**config.mk**
```make
export PLATFORM = sky130hd
export DESIGN_NAME = sliding_median_filter
export DESIGN_NICKNAME = d
export VERILOG_FILES = /design/src/hw/rtl/smf_pkg.sv /design/src/hw/rtl/sliding_median_filter.sv /design/src/hw/rtl/smf_ctrl.sv /design/src/hw/rtl/smf_datapath.sv
export VERILOG_INCLUDE_DIRS = /design/src /design/src/hw/rtl
export SDC_FILE = /design/constraint.sdc
export NUM_CORES = 2
export LEC_CHECK = 0
export BUFFER_PORTS_ARGS = -buffer_cell sky130_fd_sc_hd__buf_4
export CAP_MARGIN = 10
export CORE_ASPECT_RATIO = 1.2
export CORE_MARGIN = 4
export CORE_UTILIZATION = 40
export DETAILED_ROUTE_END_ITERATION = 12
export PLACE_DENSITY = 0.54
export SYNTH_ARGS = -nofsm -noshare
export SYNTH_HDL_FRONTEND = slang
export SYNTH_SLANG_ARGS = --single-unit
```
**constraint.sdc**
```tcl
create_clock -name clock -period 40.7 [get_ports clock]
set_input_delay 8.14 -clock clock [delete_from_list [all_inputs] [get_ports clock]]
set_output_delay 8.14 -clock clock [all_outputs]
set_load 0.01 [all_outputs]
```
**src/hw/rtl/sliding_median_filter_assert.svh**
```systemverilog
// Assertion macros for the sliding median filter.
`ifndef SLIDING_MEDIAN_FILTER_ASSERT_SVH
`define SLIDING_MEDIAN_FILTER_ASSERT_SVH

// antecedent implies consequent in the same cycle
`define SMF_ASSERT_IMPL(lbl, ante, cons) \
   lbl: assert property (@(posedge clock) disable iff (reset) (ante) |-> (cons)) \
      else $error("smf check failed");

// antecedent implies consequent in the next cycle
`define SMF_ASSERT_NEXT(lbl, ante, cons) \
   lbl: assert property (@(posedge clock) disable iff (reset) (ante) |=> (cons)) \
      else $error("smf check failed");

`endif

```
**src/hw/rtl/smf_pkg.sv**
```systemverilog
`default_nettype none

package smf_pkg;

   localparam int MAX_WINDOW = 32;
   localparam int SAMPLE_W   = 16;
   localparam int WSIZE_W    = 6;
   localparam int TAP_IDX_W  = 5;
   localparam int CAND_W     = 6;
   localparam int D_W        = 5;
   localparam int SEEN_W     = 6;
   localparam logic [SEEN_W-1:0] SEEN_MAX = 6'd63;

   typedef struct packed {
      logic accept;
      logic clr_d;
      logic inc_d;
      logic clr_c;
      logic inc_c;
      logic cmp;
      logic load_med;
      logic load_pass;
      logic finish;
   } smf_cmd_type;

   typedef struct packed {
      logic pass_mode;
      logic d_done;
      logic d_skip;
      logic hit;
      logic out_free;
   } smf_status_type;

endpackage

`default_nettype wire

```
**src/hw/rtl/sliding_median_filter.sv**
```systemverilog
// channel | direction | handshake            | payload
// req     | in        | req_valid/req_stall  | req_sample[15:0], req_last_in
// rsp     | out       | rsp_valid/rsp_stall  | rsp_filtered[15:0], rsp_last_out
// csr     | in        | csr_wr_en            | csr_wr_data[5:0] (window size)
//
// One word per visit to idle; req_stall stays high until all its results are loaded into the result register.
// Window 0/1: the word is passed through. Otherwise each word walks its delay positions,
// skips some and tries up to 33 candidates per result; the last word yields up to 16 results.
// Synchronous active-high reset clears control, sample count and window size;
// the history shift line is not reset. rsp_stall holds the result register and
// pauses the sequencer when a new result is ready.
`default_nettype none

`include "sliding_median_filter_assert.svh"

module sliding_median_filter
   import smf_pkg::*;
(
   input  wire logic                clock,
   input  wire logic                reset,
   input  wire logic                csr_wr_en,
   input  wire logic [WSIZE_W-1:0]  csr_wr_data,
   input  wire logic                req_valid,
   output logic                     req_stall,
   input  wire logic [SAMPLE_W-1:0] req_sample,
   input  wire logic                req_last_in,
   output logic                     rsp_valid,
   input  wire logic                rsp_stall,
   output logic [SAMPLE_W-1:0]      rsp_filtered,
   output logic                     rsp_last_out
);

   smf_cmd_type    cmd;
   smf_status_type status;

   smf_ctrl u_ctrl (
      .clock     (clock),
      .reset     (reset),
      .req_valid (req_valid),
      .req_stall (req_stall),
      .status    (status),
      .cmd       (cmd)
   );

   smf_datapath u_datapath (
      .clock        (clock),
      .reset        (reset),
      .cmd          (cmd),
      .status       (status),
      .csr_wr_en    (csr_wr_en),
      .csr_wr_data  (csr_wr_data),
      .req_sample   (req_sample),
      .req_last_in  (req_last_in),
      .rsp_valid    (rsp_valid),
      .rsp_stall    (rsp_stall),
      .rsp_filtered (rsp_filtered),
      .rsp_last_out (rsp_last_out)
   );

   `SMF_ASSERT_IMPL(a_med_load_ok, cmd.load_med, status.hit && status.out_free)
   `SMF_ASSERT_IMPL(a_no_overwrite, cmd.load_med || cmd.load_pass, !(rsp_valid && rsp_stall))
   `SMF_ASSERT_NEXT(a_busy_after_accept, req_valid && !req_stall, req_stall)
   `SMF_ASSERT_IMPL(a_one_load, 1'b1, !(cmd.load_med && cmd.load_pass))

endmodule

`default_nettype wire

```
**src/hw/rtl/smf_ctrl.sv**
```systemverilog
`default_nettype none

module smf_ctrl
   import smf_pkg::*;
(
   input  wire logic           clock,
   input  wire logic           reset,
   input  wire logic           req_valid,
   output logic                req_stall,
   input  wire smf_status_type status,
   output smf_cmd_type         cmd
);

   typedef enum logic [4:0] {
      ST_IDLE = 5'b00001,
      ST_DSEL = 5'b00010,
      ST_CMP  = 5'b00100,
      ST_CNT  = 5'b01000,
      ST_PASS = 5'b10000
   } smf_state_type;

   smf_state_type state_ff, state_in;

   always_comb begin
      state_in  = state_ff;
      cmd       = '0;
      req_stall = 1'b1;
      unique case (state_ff)
         ST_IDLE: begin
            req_stall = 1'b0;
            if (req_valid) begin
               cmd.accept = 1'b1;
               cmd.clr_d  = 1'b1;
               state_in   = ST_DSEL;
            end
         end
         ST_DSEL: begin
            priority if (status.pass_mode) begin
               state_in = ST_PASS;
            end else if (status.d_done) begin
               cmd.finish = 1'b1;
               state_in   = ST_IDLE;
            end else if (status.d_skip) begin
               cmd.inc_d = 1'b1;
            end else begin
               cmd.clr_c = 1'b1;
               state_in  = ST_CMP;
            end
         end
         ST_CMP: begin
            cmd.cmp  = 1'b1;
            state_in = ST_CNT;
         end
         ST_CNT: begin
            if (status.hit) begin
               if (status.out_free) begin
                  cmd.load_med = 1'b1;
                  cmd.inc_d    = 1'b1;
                  state_in     = ST_DSEL;
               end
            end else begin
               cmd.inc_c = 1'b1;
               state_in  = ST_CMP;
            end
         end
         ST_PASS: begin
            if (status.out_free) begin
               cmd.load_pass = 1'b1;
               cmd.finish    = 1'b1;
               state_in      = ST_IDLE;
            end
         end
         default: begin
            state_in = ST_IDLE;
         end
      endcase
   end

   always_ff @(posedge clock) begin
      if (reset) begin
         state_ff <= ST_IDLE;
      end else begin
         state_ff <= state_in;
      end
   end

endmodule

`default_nettype wire

```
**src/hw/rtl/smf_datapath.sv**
```systemverilog
`default_nettype none

module smf_datapath
   import smf_pkg::*;
(
   input  wire logic                clock,
   input  wire logic                reset,
   input  wire smf_cmd_type         cmd,
   output smf_status_type           status,
   input  wire logic                csr_wr_en,
   input  wire logic [WSIZE_W-1:0]  csr_wr_data,
   input  wire logic [SAMPLE_W-1:0] req_sample,
   input  wire logic                req_last_in,
   output logic                     rsp_valid,
   input  wire logic                rsp_stall,
   output logic [SAMPLE_W-1:0]      rsp_filtered,
   output logic                     rsp_last_out
);

   logic [SAMPLE_W-1:0] history_ff [MAX_WINDOW];
   logic [SAMPLE_W-1:0] history_in [MAX_WINDOW];
   logic [WSIZE_W-1:0]  window_ff, window_in;
   logic [SEEN_W-1:0]   seen_ff, seen_in;
   logic [SAMPLE_W-1:0] first_ff, first_in;
   logic                last_ff, last_in;
   logic [D_W-1:0]      d_ff, d_in;
   logic [CAND_W-1:0]   c_ff, c_in;
   logic [MAX_WINDOW-1:0] lt_ff, lt_in, le_ff, le_in;
   logic                h0_lt_ff, h0_lt_in, h0_le_ff, h0_le_in;
   logic                f_lt_ff, f_lt_in, f_le_ff, f_le_in;
   logic [SAMPLE_W-1:0] cand_ff, cand_in;
   logic                out_valid_ff, out_valid_in;
   logic [SAMPLE_W-1:0] out_data_ff, out_data_in;
   logic                out_last_ff, out_last_in;

   logic [WSIZE_W-1:0]  w_eff;
   logic [WSIZE_W-2:0]  half;
   logic [WSIZE_W-1:0]  lag;
   logic [WSIZE_W-1:0]  dmax;
   logic [WSIZE_W-1:0]  lim;
   logic [WSIZE_W-1:0]  nfirst;
   logic [SEEN_W:0]     skip_sum;
   logic [SAMPLE_W-1:0] cand_val;
   logic [WSIZE_W-1:0]  less, leq;
   logic                out_free;

   always_comb begin
      w_eff    = (window_ff > WSIZE_W'(MAX_WINDOW)) ? WSIZE_W'(MAX_WINDOW) : window_ff;
      half     = w_eff[WSIZE_W-1:1];
      lag      = w_eff - WSIZE_W'(1) - {1'b0, half};
      dmax     = last_ff ? lag : '0;
      lim      = w_eff - WSIZE_W'(d_ff);
      nfirst   = (lim > seen_ff) ? (lim - seen_ff) : '0;
      skip_sum = (SEEN_W+1)'(d_ff) + {1'b0, seen_ff} - (SEEN_W+1)'(1);
      cand_val = (c_ff == CAND_W'(MAX_WINDOW)) ? first_ff
                                               : history_ff[c_ff[TAP_IDX_W-1:0]];
      less = WSIZE_W'($countones(lt_ff)) + (h0_lt_ff ? WSIZE_W'(d_ff) : '0)
           + (f_lt_ff ? nfirst : '0);
      leq  = WSIZE_W'($countones(le_ff)) + (h0_le_ff ? WSIZE_W'(d_ff) : '0)
           + (f_le_ff ? nfirst : '0);
      out_free = !out_valid_ff || !rsp_stall;

      status.pass_mode = (w_eff <= WSIZE_W'(1));
      status.d_done    = (WSIZE_W'(d_ff) > dmax);
      status.d_skip    = (skip_sum < (SEEN_W+1)'(lag));
      status.hit       = (less <= WSIZE_W'(half)) && (WSIZE_W'(half) < leq);
      status.out_free  = out_free;
   end

   always_comb begin
      history_in = history_ff;
      window_in  = csr_wr_en ? csr_wr_data : window_ff;
      seen_in    = seen_ff;
      first_in   = first_ff;
      last_in    = last_ff;
      if (cmd.accept) begin
         history_in[0] = req_sample;
         for (int t = 1; t < MAX_WINDOW; t++) begin
            history_in[t] = history_ff[t-1];
         end
         if (seen_ff == '0) begin
            first_in = req_sample;
         end
         if (seen_ff < SEEN_MAX) begin
            seen_in = seen_ff + SEEN_W'(1);
         end
         last_in = req_last_in;
      end else if (cmd.finish && last_ff) begin
         seen_in = '0;
      end

      d_in = d_ff;
      if (cmd.clr_d) begin
         d_in = '0;
      end else if (cmd.inc_d) begin
         d_in = d_ff + D_W'(1);
      end

      c_in = c_ff;
      if (cmd.clr_c) begin
         c_in = '0;
      end else if (cmd.inc_c) begin
         c_in = c_ff + CAND_W'(1);
      end
   end

   // per-tap compare of the current candidate against the clamped window
   always_comb begin
      lt_in    = lt_ff;
      le_in    = le_ff;
      h0_lt_in = h0_lt_ff;
      h0_le_in = h0_le_ff;
      f_lt_in  = f_lt_ff;
      f_le_in  = f_le_ff;
      cand_in  = cand_ff;
      if (cmd.cmp) begin
         for (int t = 0; t < MAX_WINDOW; t++) begin
            lt_in[t] = (WSIZE_W'(t) < lim) && (SEEN_W'(t) < seen_ff)
                       && (history_ff[t] < cand_val);
            le_in[t] = (WSIZE_W'(t) < lim) && (SEEN_W'(t) < seen_ff)
                       && (history_ff[t] <= cand_val);
         end
         h0_lt_in = history_ff[0] < cand_val;
         h0_le_in = history_ff[0] <= cand_val;
         f_lt_in  = first_ff < cand_val;
         f_le_in  = first_ff <= cand_val;
         cand_in  = cand_val;
      end
   end

   always_comb begin
      out_valid_in = out_valid_ff && rsp_stall;
      out_data_in  = out_data_ff;
      out_last_in  = out_last_ff;
      priority if (cmd.load_med) begin
         out_valid_in = 1'b1;
         out_data_in  = cand_ff;
         out_last_in  = last_ff && (WSIZE_W'(d_ff) == lag);
      end else if (cmd.load_pass) begin
         out_valid_in = 1'b1;
         out_data_in  = history_ff[0];
         out_last_in  = last_ff;
      end
   end

   always_ff @(posedge clock) begin
      history_ff <= history_in;
      lt_ff      <= lt_in;
      le_ff      <= le_in;
      h0_lt_ff   <= h0_lt_in;
      h0_le_ff   <= h0_le_in;
      f_lt_ff    <= f_lt_in;
      f_le_ff    <= f_le_in;
      cand_ff    <= cand_in;
      last_ff    <= last_in;
      out_data_ff <= out_data_in;
      out_last_ff <= out_last_in;
   end

   always_ff @(posedge clock) begin
      if (reset) begin
         window_ff    <= '0;
         seen_ff      <= '0;
         first_ff     <= '0;
         d_ff         <= '0;
         c_ff         <= '0;
         out_valid_ff <= 1'b0;
      end else begin
         window_ff    <= window_in;
         seen_ff      <= seen_in;
         first_ff     <= first_in;
         d_ff         <= d_in;
         c_ff         <= c_in;
         out_valid_ff <= out_valid_in;
      end
   end

   assign rsp_valid    = out_valid_ff;
   assign rsp_filtered = out_data_ff;
   assign rsp_last_out = out_last_ff;

endmodule

`default_nettype wire
```
# ---- Word-level counts from Yosys, hierarchy flattened
# Cells that the tools add are included.
dict set report op_classes {
  addsub 75
  order_cmp 139
  n_eq_ne 12
  mux 48
  bitwise 1
  n_reduce_logical 111
}
# op n
set ops {}
lappend ops {{$le 16x16->1} 33}
lappend ops {{$lt 16x16->1} 33}
lappend ops {{$add 6x6->6} 34}
lappend ops {{$lt 5x6->1 const A} 32}
lappend ops {{$logic_and 1x1->1} 100}
lappend ops {{$lt 4x6->1 const A} 16}
lappend ops {{$bmux 16 s5} 1}
lappend ops {{$mux 16} 5}
lappend ops {{$add 1x1->2} 32}
lappend ops {{$lt 3x6->1 const A} 8}
lappend ops {{$mux 6} 8}
lappend ops {{$mux 5} 9}
lappend ops {{$pmux 5 s5} 1}
lappend ops {{$lt 1x6->1 const A} 4}
lappend ops {{$lt 2x6->1 const A} 4}
lappend ops {{$mux 1} 17}
lappend ops {{$add 6x1->6 const B} 2}
lappend ops {{$sub 6x5->6} 2}
lappend ops {{$mux 2} 5}
lappend ops {{$add 5x6->7} 1}
lappend ops {{$lt 7x6->1} 1}
lappend ops {{$sub 7x1->7 const B} 1}
lappend ops {{$eq 5x6->1} 1}
lappend ops {{$eq 6x6->1 const B} 1}
lappend ops {{29 further kinds} 35}
dict set report totals {
  reg_bits 659
  input_bits 28
  output_inout_bits 19
  word_cells 435
}

# ---- Longest topological paths before layout
dict set report depth {
  ltp_word 12
  ltp_mapped 35
  ltp_nobuf 35
}

# ---- Cells and area by module
# Synthesis repeated with hierarchy kept, for this count alone.
dict set report unflattened {
  cells_unflattened 3114
  hier_area_um2 41106.9
}
# mod n_inst cells_each area_each_um2 seq_area_each_um2
set by_module_without_submodules {}
lappend by_module_without_submodules {smf_datapath 1 3067 40715.3 19238.5}
lappend by_module_without_submodules {smf_ctrl 1 47 391.6 100.1}

# ---- Worst setup path before layout
# Ideal clock, no wire load.
dict set report synth_path {
  path_type {in2reg}
  start {input port req_valid}
  end {register u_datapath.first_ff[1]}
  setup_ns 0.132
  t_arrival_ns 20.662
  required_ns 40.568
  slack_ns 19.906
  cell_stages 6
  path_buffers 1
  path_cell_list {nand2_1 -> inv_1 -> nand3_1 -> clkbuf_1 -> nand2_1 -> a21oi_1}
}
dict set report synth_between {
  elab_chain_cells 3
}
# item line_no
set synth_rtl {}
lappend synth_rtl {{from (decl)} sliding_median_filter.sv:23} ;# input wire logic req_valid,
lappend synth_rtl {{$mux 2} smf_ctrl.sv:31} ;# if (req_valid) begin
lappend synth_rtl {{$mux 2} smf_ctrl.sv:28} ;# unique case (state_ff)
lappend synth_rtl {{$reduce_and 2->1 (no source line)} n/a}
lappend synth_rtl {{to (signal assigned)} smf_datapath.sv:171} ;# first_ff <= first_in;
lappend synth_rtl {{to (decl)} smf_datapath.sv:24} ;# logic [SAMPLE_W-1:0] first_ff, first_in;
# No other way between the ends.
# A chain may end at the register's enable or synchronous reset.

# ---- Worst setup path after layout
dict set report layout_path {
  start {input port req_valid}
  end {register u_datapath.history_ff[48] (netlist name) (enable)}
}
dict set report layout_between {
  elab_chain_cells 2
}
# item line_no
set layout_rtl {}
lappend layout_rtl {{$mux 2} smf_ctrl.sv:31}
lappend layout_rtl {{$mux 2} smf_ctrl.sv:28}
lappend layout_rtl {{to (signal assigned)} smf_datapath.sv:147} ;# history_ff <= history_in;
lappend layout_rtl {{to (decl)} smf_datapath.sv:20} ;# logic [SAMPLE_W-1:0] history_ff [MAX_WINDOW];
# No other way between the ends.

==> flow_metrics.tcl <==
set metrics [dict create \
    crit_chain "buf_4 > nand2_1 > inv_8 > buf_12 > buf_4 > buf_4" \
    drt-total-wl_um 124000 \
    die_w_um 302 \
    stdcell_count 4638 \
    stdcell_area_um2 46200 \
    dpl-instance-area_um2 43700 \
    finalCritPeriodShare_pct 28.9 \
    syn2layout_area_growth_pct 11.7 \
    clk_latency_ps 630 \
    timing.critical_path.fanout_max 170 \
    dp_hpwl_um 91900 \
    cts_resized 0 \
    required_ps 40930 \
    initial_core_util_pct 40.2 \
    vias_per_cell 5.92 \
    setup-violations-final 0 \
    p_leak_nw 18.2 \
    wl_per_cell_um 26.8 \
    syn_inst 3104 \
    gr-max-usage-layer "met2" \
    gp_congestion 0.910 \
    period_needed_ps 11750 \
    drc 0 \
    async_reset_ff_share_pct 0 \
    io_buffer_count 46 \
    cellPowerDensity_nw_per_um2 48.1 \
    place_inst 4498 \
    synth_edf_count 614 \
    nets 3946 \
    rrSetupSlack_ps 31000 \
    cp_num_buf_inv 5 \
    hold_buffers 0 \
    grtUsageMet2_pct 36.7 \
    drive_gt1_share_pct 12.8 \
    fp-row-count 129 \
    htreeDepth 3 \
    track_usage_pct 22.5 \
    syn_nets 3849 \
    grt_first_pass_wirelength_um 184000 \
    ys_seq_area_share_pct 46.7 \
    finalHoldViolCount 0 \
    synth_ff_type "edfxtp_1" \
    antenna_found_initial 0 \
    grt_max_degree 171 \
    first_pass_iters 5 \
    grt_pass1_vias 27843 \
    vias 27437 \
    whs_ps 480 \
    grt.overflow.total 0 \
    cts_tree "built" \
    syn_area_um2 41400 \
    numCtsBuffers 76 \
    slowest_stage "buf_4" \
    die_area_um2 109000 \
    met3_usage_pct 3.41 \
    ys_types 75 \
    slowest_delay_ps 930 \
    clock_path_buffers 3 \
    clk_pin_slew_ps 60 \
    cts-root-buf "clkbuf_16" \
    fin_skew_ps 34.7 \
    crit_type "in2reg" \
    fill_cells 9288 \
    tightestPinTransition_ps 1280 \
    worstSetupStartpointType "input pin" \
    postCtsSetupRepairBufs 0 \
    end_kind "register" \
    fmax_ghz 0.0851 \
    crit_path_frequent_cell "buf_4" \
    ys_ff_latch 659 \
    syn_area_per_cell_um2 13.3 \
    worst_hold_path_type "reg2reg" \
    drtIter0Drc 2345 \
    max-slew-margin-rel_pct 13.3 \
    slew_viol_final 0 \
    path_delay_family "buffers and inverters" \
    rsz0062_at_grt "no" \
    yosys_warnings 0 \
    crit_arrival_ps 11970 \
    grt.met1_usage_pct 30.7 \
    status "finished, final reports clean" \
    die_h_um 360 \
    cts.sinks 659 \
    ioPinCount 47 \
    core_um2 103000 \
    tns_ps 0 \
    ant_nets 0 \
    maxCapViolCount 0 \
    ir_drop_mv 0.0309 \
]
[registers in the layout (all words and copies together) (netlist names), 5 cells and up]
register                 cells
u_ctrl.state_ff              5
u_datapath.c_ff              6
u_datapath.cand_ff          16
u_datapath.d_ff              5
u_datapath.first_ff         16
u_datapath.history_ff      512
u_datapath.le_ff            32
u_datapath.lt_ff            32
u_datapath.rsp_filtered     16
u_datapath.seen_ff           6
u_datapath.window_ff         6
[cell usage in the layout (no fill, tap or decap), types with 79 or more instances in the layout]
cell type / netlist / routed
o21ai_0: 104 / 103
o21a_1: 102 / 102
inv_1: 193 / 191
a21oi_1: 182 / 166
nor2b_1: 81 / 81
nand4_1: 105 / 105
mux4_2: 160 / 160
edfxtp_1: 614 / 614
a21o_1: 93 / 93
nor2_1: 128 / 128
buf_4: 0 / 79
ha_1: 653 / 653
nand2_1: 128 / 128
clkbuf_16: 0 / 79
[report_power, final]
part           switching (mW)  internal (mW)  total [mW]
sequential             0.0922          0.876       0.969
combinational           0.326          0.219       0.545
clock                   0.291          0.419       0.710
[kinds of logic (layout without fill, tap and decap cells)]
logic type / count (synthesis) / after routing / share of synthesized area [%]
adder cells (fa/ha/maj): 717 / 717 / 22.8
flip-flops: 659 / 659 / 46.7
AND/OR/NAND/NOR: 616 / 616 / 7.71
AO/OA/AOI/OAI: 608 / 608 / 9.65
buffers and inverters: 254 / 410 / 2.31
multiplexers: 201 / 201 / 9.74
XOR/XNOR: 49 / 49 / 1.04
other: 0 / 3 / 0
[layer usage]
metal | vias to the layer above | part of all wire, %
li1 | 12303 | -
met1 | 13996 | 43
met2 | 965 | 47
met3 | 173 | 5.9
met4 | 0 | 3.8
met5 | - | 0
[final timing paths]
path | to | depth (start not counted) | start
max reg2reg | u_datapath.rsp_filtered[9] | 28 | u_datapath.window_ff[5]
min | u_datapath.history_ff[142] | 0 | u_datapath.history_ff[158]
min reg2reg | u_datapath.history_ff[142] | 0 | u_datapath.history_ff[158]
max | u_datapath.history_ff[48] | 6 | req_valid
[cells in the mapped netlist, types with 81 or more instances]
cell,instances,share of area [%]
o21a_1,102,1.8
mux4_2,160,8.7
inv_1,193,1.8
nor2b_1,81,1.2
a21oi_1,182,2.2
nand2_1,128,1.2
nor2_1,128,1.2
nand4_1,105,1.6
ha_1,653,20
a21o_1,93,1.7
edfxtp_1,614,45
o21ai_0,104,1.3
[through the flow]
stage / worst slack, ps / util [%] / power (mW)
after floorplan: 19910 / - / 1.34
after global placement: 28500 / 42.4 / 1.49
after detailed placement: 28340 / 42.4 / 1.52
after CTS: 29030 / 44.9 / 2.23
after global routing: 28710 / 44.9 / 2.34
final: 28950 / 44.9 / 2.22
[cell type report]
type                       instances  area, um^2  share of cell area, %
clock buffer                      97        2070                   4.49
inverter                         193         733                   1.59
multi-input combinational       2191       21300                   46.0
clock inverter                    40         459                  0.993
antenna                            3        7.51                 0.0162
tap                             1375        1720                   3.72
sequential                       659       19300                   41.8
timing repair buffer              80         613                   1.33
(Power assumes the default switching activity.)
